## config.mk

```make
export PLATFORM = sky130hd
export DESIGN_NAME = multichannel_moving_average_calibrate_unit
export DESIGN_NICKNAME = d
export VERILOG_FILES = /design/src/rtl/mmac_pkg.sv /design/src/rtl/mmac_cal.sv /design/src/rtl/multichannel_moving_average_calibrate_unit.sv
export SDC_FILE = /design/constraint.sdc
export NUM_CORES = 2
export LEC_CHECK = 0
export BUFFER_PORTS_ARGS = -buffer_cell sky130_fd_sc_hd__buf_2
export CAP_MARGIN = 20
export CELL_PAD_IN_SITES_DETAIL_PLACEMENT = 2
export CELL_PAD_IN_SITES_GLOBAL_PLACEMENT = 2
export CORE_UTILIZATION = 45
export CTS_CLUSTER_DIAMETER = 80
export CTS_CLUSTER_SIZE = 16
export DETAILED_ROUTE_END_ITERATION = 8
export PLACE_DENSITY_LB_ADDON = 0.08
export SETUP_SLACK_MARGIN = 0.3
export SLEW_MARGIN = 20
export SYNTH_ARGS = -nofsm -noshare
export SYNTH_HDL_FRONTEND = slang
export SYNTH_SLANG_ARGS = --single-unit
export TNS_END_PERCENT = 50
```

## constraint.sdc

```tcl
create_clock -name clk -period 6.6 [get_ports clk]
set_input_delay 0.99 -clock clk [delete_from_list [all_inputs] [get_ports clk]]
set_output_delay 0.99 -clock clk [all_outputs]
set_load 0.01 [all_outputs]
```

## src/rtl/mmac_pkg.sv

```systemverilog
// ----------------------------------------------------------------------------
// mmac_pkg
// Shared types and constants for the multichannel moving average and
// calibration unit.
// ----------------------------------------------------------------------------
package mmac_pkg;

    // field widths fixed by the interface
    localparam int CH_FIELD_W = 2;
    localparam int SAMPLE_W   = 12;
    localparam int TEMP_W     = 16;
    localparam int GAIN_W     = 16;
    localparam int CFG_IDX_W  = 2;
    localparam int CFG_DATA_W = 16;

    // configuration register indexes
    localparam logic [CFG_IDX_W-1:0] CFG_GAIN      = 2'd0;
    localparam logic [CFG_IDX_W-1:0] CFG_REF_COUNT = 2'd1;
    localparam logic [CFG_IDX_W-1:0] CFG_REF_TEMP  = 2'd2;

    // output queue sizing
    localparam int OQ_DEPTH = 8;
    localparam int OQ_AW    = 3;
    localparam int PEND_W   = 4;

    // saturation limits
    localparam logic signed [TEMP_W-1:0] TEMP_MAX = 16'sh7fff;
    localparam logic signed [TEMP_W-1:0] TEMP_MIN = 16'sh8000;

    // control tag that travels with each request through the datapath
    typedef struct packed {
        logic                  valid;
        logic [CH_FIELD_W-1:0] ch;
    } mmac_tag_t;

endpackage

```

## src/rtl/mmac_cal.sv

```systemverilog
// ----------------------------------------------------------------------------
// mmac_cal
// Pipelined mean and calibration: divides the running sum by AVG through an
// exact reciprocal multiply, then applies the reference-point line and
// saturates to 16 bits signed. Four register stages, no stall.
// ----------------------------------------------------------------------------
module mmac_cal #(
    parameter int AVG   = 8,
    parameter int SUM_W = 15
) (
    input  logic                                     clk,
    input  logic                                     rst_n,
    input  logic signed [mmac_pkg::GAIN_W-1:0]       gain,
    input  logic        [mmac_pkg::SAMPLE_W-1:0]     ref_count,
    input  logic signed [mmac_pkg::TEMP_W-1:0]       ref_temp,
    input  mmac_pkg::mmac_tag_t                      in_tag,
    input  logic        [SUM_W-1:0]                  in_sum,
    output mmac_pkg::mmac_tag_t                      out_tag,
    output logic signed [mmac_pkg::TEMP_W-1:0]       out_temp
);

    // reciprocal: floor(n*M >> K) == floor(n/AVG) for every n below 2^SUM_W
    localparam int L       = $clog2(AVG);
    localparam int K       = SUM_W + L;
    localparam int RECIP_W = SUM_W + 1;
    localparam int PROD_W  = SUM_W + RECIP_W;
    localparam logic [RECIP_W-1:0] RECIP = RECIP_W'(((64'd1 << K) + AVG - 1) / AVG);
    localparam int DIFF_W  = mmac_pkg::SAMPLE_W + 1;
    localparam int P2_W    = mmac_pkg::GAIN_W + DIFF_W;
    localparam int SH_W    = P2_W - 8;
    localparam int ACC_W   = SH_W + 1;

    mmac_pkg::mmac_tag_t               t2_reg, t3_reg, t4_reg, t5_reg;
    logic [PROD_W-1:0]                 p1_reg;
    logic signed [DIFF_W-1:0]          diff_reg;
    logic signed [P2_W-1:0]            p2_reg;
    logic signed [mmac_pkg::TEMP_W-1:0] temp_reg;

    logic [mmac_pkg::SAMPLE_W-1:0]     mean;
    logic signed [DIFF_W-1:0]          diff_next;
    logic signed [P2_W-1:0]            p2_next;
    logic signed [ACC_W-1:0]           acc;
    logic signed [mmac_pkg::TEMP_W-1:0] temp_next;

    // mean and signed offset from the reference count
    assign mean      = p1_reg[K +: mmac_pkg::SAMPLE_W];
    assign diff_next = signed'({1'b0, mean}) - signed'({1'b0, ref_count});

    // slope multiply
    assign p2_next   = P2_W'(gain) * P2_W'(diff_reg);

    // floor shift by 8, add the reference temperature, saturate
    assign acc = ACC_W'($signed(p2_reg[P2_W-1:8])) + ACC_W'(ref_temp);

    always_comb
    begin
        if (acc[ACC_W-1:mmac_pkg::TEMP_W-1] == '0 ||
            acc[ACC_W-1:mmac_pkg::TEMP_W-1] == '1)
        begin
            temp_next = acc[mmac_pkg::TEMP_W-1:0];
        end
        else if (acc[ACC_W-1])
        begin
            temp_next = mmac_pkg::TEMP_MIN;
        end
        else
        begin
            temp_next = mmac_pkg::TEMP_MAX;
        end
    end

    // tag pipeline
    always_ff @(posedge clk or negedge rst_n)
    begin
        if (!rst_n)
        begin
            t2_reg <= '0;
            t3_reg <= '0;
            t4_reg <= '0;
            t5_reg <= '0;
        end
        else
        begin
            t2_reg <= in_tag;
            t3_reg <= t2_reg;
            t4_reg <= t3_reg;
            t5_reg <= t4_reg;
        end
    end

    // datapath registers
    always_ff @(posedge clk)
    begin
        p1_reg   <= PROD_W'(in_sum) * PROD_W'(RECIP);
        diff_reg <= diff_next;
        p2_reg   <= p2_next;
        temp_reg <= temp_next;
    end

    assign out_tag  = t5_reg;
    assign out_temp = temp_reg;

endmodule

```

## src/rtl/multichannel_moving_average_calibrate_unit.sv

```systemverilog
// ----------------------------------------------------------------------------
// multichannel_moving_average_calibrate_unit
// Per-channel moving average over the last AVG samples with a shared linear
// calibration to temperature in 1/16 degree units.
// ----------------------------------------------------------------------------
//  channel  dir  handshake              payload
//  in       in   in_valid / in_ready    channel, sample
//  out      out  out_valid / out_ready  out_channel, temperature
//  cfg      in   cfg_valid / cfg_ready  cfg_index, cfg_data
//
//  one request per cycle sustained while in_ready stays high; set by the
//  running-sum memory read-modify-write, which forwards the previous sum on
//  back-to-back hits; path: update stage, calibration pipeline, output queue
//  reset: no clearing pass; per-channel fill flags stand in for zeroed rings
//  stalls: an 8-entry output queue; in_ready drops with 8 results outstanding
//  a channel at or above CHANNELS is accepted and dropped
// ----------------------------------------------------------------------------
module multichannel_moving_average_calibrate_unit #(
    parameter int CHANNELS = 4,
    parameter int AVG      = 8
) (
    input  logic                                    clk,
    input  logic                                    rst_n,
    input  logic                                    in_valid,
    output logic                                    in_ready,
    input  logic [mmac_pkg::CH_FIELD_W-1:0]         channel,
    input  logic [mmac_pkg::SAMPLE_W-1:0]           sample,
    output logic                                    out_valid,
    input  logic                                    out_ready,
    output logic [mmac_pkg::CH_FIELD_W-1:0]         out_channel,
    output logic signed [mmac_pkg::TEMP_W-1:0]      temperature,
    input  logic                                    cfg_valid,
    output logic                                    cfg_ready,
    input  logic [mmac_pkg::CFG_IDX_W-1:0]          cfg_index,
    input  logic [mmac_pkg::CFG_DATA_W-1:0]         cfg_data
);

    localparam int CH_W   = (CHANNELS > 1) ? $clog2(CHANNELS) : 1;
    localparam int PTR_W  = $clog2(AVG);
    localparam int DEPTH  = CHANNELS * AVG;
    localparam int ADDR_W = (DEPTH > 1) ? $clog2(DEPTH) : 1;
    localparam int SUM_W  = mmac_pkg::SAMPLE_W + PTR_W;

    // configuration
    logic signed [mmac_pkg::GAIN_W-1:0]   gain_reg;
    logic        [mmac_pkg::SAMPLE_W-1:0] ref_count_reg;
    logic signed [mmac_pkg::TEMP_W-1:0]   ref_temp_reg;

    // per-channel ring pointer and fill flag
    logic [PTR_W-1:0] ptr_reg    [CHANNELS];
    logic             filled_reg [CHANNELS];

    // memories
    logic [mmac_pkg::SAMPLE_W-1:0] ring_mem [DEPTH];
    logic [SUM_W-1:0]              sum_mem  [CHANNELS];
    logic [mmac_pkg::SAMPLE_W-1:0] ring_rdata_reg;
    logic [SUM_W-1:0]              sum_rdata_reg;

    // update stage
    logic                          s1_valid_reg;
    logic [CH_W-1:0]               s1_ch_reg;
    logic [ADDR_W-1:0]             s1_addr_reg;
    logic [mmac_pkg::SAMPLE_W-1:0] s1_sample_reg;
    logic                          s1_old_ok_reg;
    logic                          s1_sum_ok_reg;
    logic                          s1_hit_reg;
    logic [SUM_W-1:0]              s1_fwd_sum_reg;

    // output queue
    logic [mmac_pkg::CH_FIELD_W-1:0]    oq_ch_mem   [mmac_pkg::OQ_DEPTH];
    logic signed [mmac_pkg::TEMP_W-1:0] oq_temp_mem [mmac_pkg::OQ_DEPTH];
    logic [mmac_pkg::OQ_AW-1:0]         oq_wr_reg, oq_rd_reg;
    logic [mmac_pkg::PEND_W-1:0]        oq_cnt_reg, oq_cnt_next;
    logic [mmac_pkg::PEND_W-1:0]        pending_reg, pending_next;

    logic                          in_acc, in_range, out_acc;
    logic [CH_W-1:0]               ch_idx;
    logic [PTR_W-1:0]              ptr_cur;
    logic [ADDR_W-1:0]             rd_addr;
    logic [mmac_pkg::SAMPLE_W-1:0] old_sample;
    logic [SUM_W-1:0]              sum_old, sum_new;
    mmac_pkg::mmac_tag_t           cal_in, cal_out;
    logic signed [mmac_pkg::TEMP_W-1:0] cal_temp;

    // request decode
    assign in_acc   = in_valid && in_ready;
    assign out_acc  = out_valid && out_ready;
    assign in_range = 32'(channel) < CHANNELS;
    assign ch_idx   = CH_W'(channel);
    assign ptr_cur  = ptr_reg[ch_idx];
    assign rd_addr  = ADDR_W'(32'(ch_idx) * AVG + 32'(ptr_cur));
    assign in_ready = pending_reg < mmac_pkg::PEND_W'(mmac_pkg::OQ_DEPTH);
    assign cfg_ready = 1'b1;

    // configuration writes
    always_ff @(posedge clk or negedge rst_n)
    begin
        if (!rst_n)
        begin
            gain_reg      <= '0;
            ref_count_reg <= '0;
            ref_temp_reg  <= '0;
        end
        else if (cfg_valid)
        begin
            case (cfg_index)
                mmac_pkg::CFG_GAIN:      gain_reg      <= cfg_data;
                mmac_pkg::CFG_REF_COUNT: ref_count_reg <= cfg_data[mmac_pkg::SAMPLE_W-1:0];
                mmac_pkg::CFG_REF_TEMP:  ref_temp_reg  <= cfg_data;
                default: ;
            endcase
        end
    end

    // ring pointer and fill flag advance at accept
    always_ff @(posedge clk or negedge rst_n)
    begin
        if (!rst_n)
        begin
            for (int i = 0; i < CHANNELS; i++)
            begin
                ptr_reg[i]    <= '0;
                filled_reg[i] <= 1'b0;
            end
        end
        else if (in_acc && in_range)
        begin
            if (ptr_cur == PTR_W'(AVG - 1))
            begin
                ptr_reg[ch_idx]    <= '0;
                filled_reg[ch_idx] <= 1'b1;
            end
            else
            begin
                ptr_reg[ch_idx] <= ptr_cur + 1'b1;
            end
        end
    end

    // update stage control
    always_ff @(posedge clk or negedge rst_n)
    begin
        if (!rst_n)
        begin
            s1_valid_reg <= 1'b0;
        end
        else
        begin
            s1_valid_reg <= in_acc && in_range;
        end
    end

    // update stage payload, hit when the item ahead writes the same sum entry
    always_ff @(posedge clk)
    begin
        if (in_acc)
        begin
            s1_ch_reg      <= ch_idx;
            s1_addr_reg    <= rd_addr;
            s1_sample_reg  <= sample;
            s1_old_ok_reg  <= filled_reg[ch_idx];
            s1_sum_ok_reg  <= filled_reg[ch_idx] || (ptr_cur != '0);
            s1_hit_reg     <= s1_valid_reg && (s1_ch_reg == ch_idx);
            s1_fwd_sum_reg <= sum_new;
        end
    end

    // memory read at accept, write back from the update stage
    always_ff @(posedge clk)
    begin
        if (s1_valid_reg)
        begin
            ring_mem[s1_addr_reg] <= s1_sample_reg;
            sum_mem[s1_ch_reg]    <= sum_new;
        end
        if (in_acc)
        begin
            ring_rdata_reg <= ring_mem[rd_addr];
            sum_rdata_reg  <= sum_mem[ch_idx];
        end
    end

    // running sum update; entries never written read as zero
    assign old_sample = s1_old_ok_reg ? ring_rdata_reg : '0;
    assign sum_old    = s1_hit_reg ? s1_fwd_sum_reg :
                        (s1_sum_ok_reg ? sum_rdata_reg : '0);
    assign sum_new    = sum_old - SUM_W'(old_sample) + SUM_W'(s1_sample_reg);

    assign cal_in.valid = s1_valid_reg;
    assign cal_in.ch    = mmac_pkg::CH_FIELD_W'(s1_ch_reg);

    mmac_cal #(
        .AVG   (AVG),
        .SUM_W (SUM_W)
    ) u_cal (
        .clk       (clk),
        .rst_n     (rst_n),
        .gain      (gain_reg),
        .ref_count (ref_count_reg),
        .ref_temp  (ref_temp_reg),
        .in_tag    (cal_in),
        .in_sum    (sum_new),
        .out_tag   (cal_out),
        .out_temp  (cal_temp)
    );

    // output queue and outstanding count
    always_comb
    begin
        oq_cnt_next  = oq_cnt_reg;
        pending_next = pending_reg;
        if (cal_out.valid && !out_acc)
        begin
            oq_cnt_next = oq_cnt_reg + 1'b1;
        end
        else if (!cal_out.valid && out_acc)
        begin
            oq_cnt_next = oq_cnt_reg - 1'b1;
        end
        if (in_acc && in_range && !out_acc)
        begin
            pending_next = pending_reg + 1'b1;
        end
        else if (!(in_acc && in_range) && out_acc)
        begin
            pending_next = pending_reg - 1'b1;
        end
    end

    always_ff @(posedge clk or negedge rst_n)
    begin
        if (!rst_n)
        begin
            oq_wr_reg   <= '0;
            oq_rd_reg   <= '0;
            oq_cnt_reg  <= '0;
            pending_reg <= '0;
        end
        else
        begin
            oq_cnt_reg  <= oq_cnt_next;
            pending_reg <= pending_next;
            if (cal_out.valid)
            begin
                oq_wr_reg <= oq_wr_reg + 1'b1;
            end
            if (out_acc)
            begin
                oq_rd_reg <= oq_rd_reg + 1'b1;
            end
        end
    end

    always_ff @(posedge clk)
    begin
        if (cal_out.valid)
        begin
            oq_ch_mem[oq_wr_reg]   <= cal_out.ch;
            oq_temp_mem[oq_wr_reg] <= cal_temp;
        end
    end

    assign out_valid   = oq_cnt_reg != '0;
    assign out_channel = oq_ch_mem[oq_rd_reg];
    assign temperature = oq_temp_mem[oq_rd_reg];

`ifndef NO_ASSERTIONS
    a_pending_bound: assert property (@(posedge clk) disable iff (!rst_n)
        pending_reg <= mmac_pkg::PEND_W'(mmac_pkg::OQ_DEPTH))
        else $error("outstanding request count above queue depth");

    a_queue_room: assert property (@(posedge clk) disable iff (!rst_n)
        cal_out.valid |-> oq_cnt_reg < mmac_pkg::PEND_W'(mmac_pkg::OQ_DEPTH))
        else $error("result arrives at a full output queue");

    a_out_pending: assert property (@(posedge clk) disable iff (!rst_n)
        out_valid |-> pending_reg >= oq_cnt_reg && pending_reg != '0)
        else $error("queued result without outstanding request");

    a_hit_source: assert property (@(posedge clk) disable iff (!rst_n)
        (s1_valid_reg && s1_hit_reg) |-> $past(s1_valid_reg))
        else $error("sum forwarding without a write ahead");

    a_accept_enters: assert property (@(posedge clk) disable iff (!rst_n)
        (in_acc && in_range) |=> s1_valid_reg)
        else $error("accepted request did not enter the update stage");
`endif

endmodule

```

==> out/metrics.yaml <==
status: "completed"
synth_cell_types: 67
synthCells: 2562
yosysTopAreaCellShare_pct: 49.9
wl_per_cell_um: 27.0
post_dp_cell_area_sq_um: 41100
cap_violations: 0
min_period_ns: 6.03
rrSetupSlack_ns: 0.57
first_global_vias: 24700
post-route-period-util_pct: 91.4
synth_edf_count: 650
grt-ovfl-total: 0
syn_nets: 2936
wl_met1_um: 42200
via_per_inst: 5.53
slew_violations: 0
ys_warn_count: 0
dp_hpwl_um: 74000
largest_register_ffs: 384
num_io_pins: 58
final.setup.tns_ns: 0
core-area_sq_um: 85700
met3_length_um: 2450
start_util_pct: 45.7
first_iter_violations: 1228
synthesis.area_sq_um: 39100
max_slew_margin_pct: 30.4
layout-drive-gt1-share_pct: 17.9
highest_layer: "met5"
synth-async-reset-ratio_pct: 10.9
ys_top_cells_by_count: "edfxtp_1, inv_1, nand2_1"
cts_buffer_depth: 3
drc_errors: 0
cts_resized: 1
avgSynthCellArea_sq_um: 15.3
postCtsSetupBuffers: 0
crit_chain: "buf_4 -> and2_1 -> fa_1 -> inv_1 -> fa_1 -> inv_1 -> fa_1 -> fa_1 -> fa_1 -> fa_1 -> ha_4 -> a21o_1 -> a221o_1 -> a221o_1 -> or2_2 -> a21oi_2 -> o21ai_1 -> a21oi_1 -> xnor2_1"
row_count: 107
final_hold_viol_count: 0
cp_slowest_cell: "fa_1"
synth-simple-area-share_pct: 6.54
place_inst: 3748
die_x_um: 297
cts_root_buf: "clkbuf_16"
worstMarginPinSlew_ns: 1.04
worstPathArrival_ns: 6.58
final-setup-viol-count: 0
synth_mux_area_share_pct: 11.0
antenna_cells: 0
grt.total_usage_pct: 24.0
antenna_found_initial: 1
gp_congestion: 0.813
clkSinkCount: 799
synth_most_common_cell: "edfxtp_1"
finalClockSkew_ns: 0.0377
num_vias: 21300
synth_compound_area_share_pct: 3.65
critPathLaunchType: "register"
nFillCells: 7887
hp-class: "in -> async"
layout.cells.non_filler: 3851
rsz0062_at_grt: "no"
synth-xor-area-share_pct: 1.70
h-tree-depth: 2
cts_made_buffers: 59
cpPeakStageDelay_ns: 0.58
synth.area.top_cells: "edfxtp_1, fa_1, mux4_2"
criticalPathCategory: "reg -> reg"
grt_max_degree: 66
critPathMostFrequentCell: "fa_1"
postLayoutCellArea_sq_um: 42900
biggestRegsByFlops: "ring_mem (384), oq_temp_mem (128), sum_mem (60)"
post_synth_fa_ha_maj_area_fraction_pct: 14.8
ys_seq_area_share_pct: 58.6
cts_hold_buf: 0
largest-register: "ring_mem"
clk_pin_slew_ns: 0.08
syn2layout_area_growth_pct: 9.72
ys_seq_elements: 799
wl_um: 104000
grt_pass1_wl_um: 159000
insertion_delay_ns: 0.65
nNetsFinal: 3043
first_pass_iters: 5
wl_met2_um: 56500
die_y_um: 297
yosysTopAreaCell: "edfxtp_1"
synth_top_family_by_area: "adder cells"
crit_required_ns: 7.15
ant_nets: 0
tritoncts: "done"
ys.flop_type: "edfxtp_1"
max_clock_freq_ghz: 0.166
die-area_sq_um: 88200
cp_max_fo: 10
port_buffers: 56
end_kind: "register"
[metrics by stage]
step | util [%] | setup slack [ns] | hold WS [ns]
after floorplan | - | 0.758 | 0.331
after global placement | 47.9 | 0.429 | 0.334
after detailed placement | 48.0 | 0.265 | 0.339
after CTS | 50.0 | 0.300 | 0.219
after global routing | 50.1 | 0.329 | 0.242
final | 50.1 | 0.570 | 0.237
[cells in the final DEF (no fill, tap or decap), types with 16 or more instances in the layout]
master,instances
buf_4,84
edfxtp_1,650
dfrtp_1,81
inv_1,264
nand2b_1,17
mux2_2,80
ha_1,126
buf_2,55
fa_1,209
nor2_1,87
and2_1,103
nand2_1,238
a21oi_1,81
o21a_1,18
xnor2_1,57
o21ai_0,20
dfxtp_1,60
clkbuf_16,60
nor2b_1,16
mux4_2,148
xor2_1,19
clkbuf_1,30
a21o_1,24
[final timing paths]
path | endpoint | startpoint | cells after the start
max in group asynchronous | gain_reg[8]$_DFFE_PN0P_ | rst_n | 2
worst max register to register | u_cal.p2_reg[24]$_DFF_P_ | gain_reg[9]$_DFFE_PN0P_ | 19
worst min-delay path | ptr_reg[1]$_DFFE_PN0P_ | rst_n | 1
worst min register to register | u_cal.t4_reg[1]$_DFF_PN0_ | u_cal.t3_reg[1]$_DFF_PN0_ | 0
min in group clk | u_cal.t4_reg[1]$_DFF_PN0_ | u_cal.t3_reg[1]$_DFF_PN0_ | 0
worst max-delay path | u_cal.p2_reg[24]$_DFF_P_ | gain_reg[9]$_DFFE_PN0P_ | 19
[worst max-delay path, delay by kind of cell, from the launching register on]
family,cells,cell delay (ns)
adders and majority gates,7,3.19
DFF,1,0.42
and+or+nand+nor,2,0.52
buffers and inverters,3,0.31
xor gates and xnor gates,1,0.13
AOI/OAI and AO/OA,6,1.38
[per-layer routing]
metal	vias to the layer above	GRT usage, %
met2	306	44.9
met4	2	6.53
li1	9310	-
met3	116	1.95
met5	-	0
met1	11600	29.7
[cell type report]
| cell class | count | area, sq um | share of cell area (%) |
|---|---|---|---|
| Timing Repair Buffer | 144 | 998 | 2.33 |
| Multi-Input combinational cell | 1399 | 14800 | 34.6 |
| Tap cell | 1144 | 1430 | 3.33 |
| Clock buffer | 90 | 1610 | 3.76 |
| Sequential cell | 799 | 22900 | 53.4 |
| Clock inverter | 9 | 114 | 0.265 |
| Inverter | 266 | 998 | 2.33 |
[cells by family after synthesis]
family | after synthesis
other | 1
multiplexers | 232
AND/OR/NAND/NOR | 538
AO/OA/AOI/OAI | 215
buffers and inverters | 364
adder cells (fa/ha/maj) | 337
XOR/XNOR | 76
flip-flops | 799
Power is not shown: default switching activity piles up to over one toggle a cycle in this logic, so the estimate is an artifact.
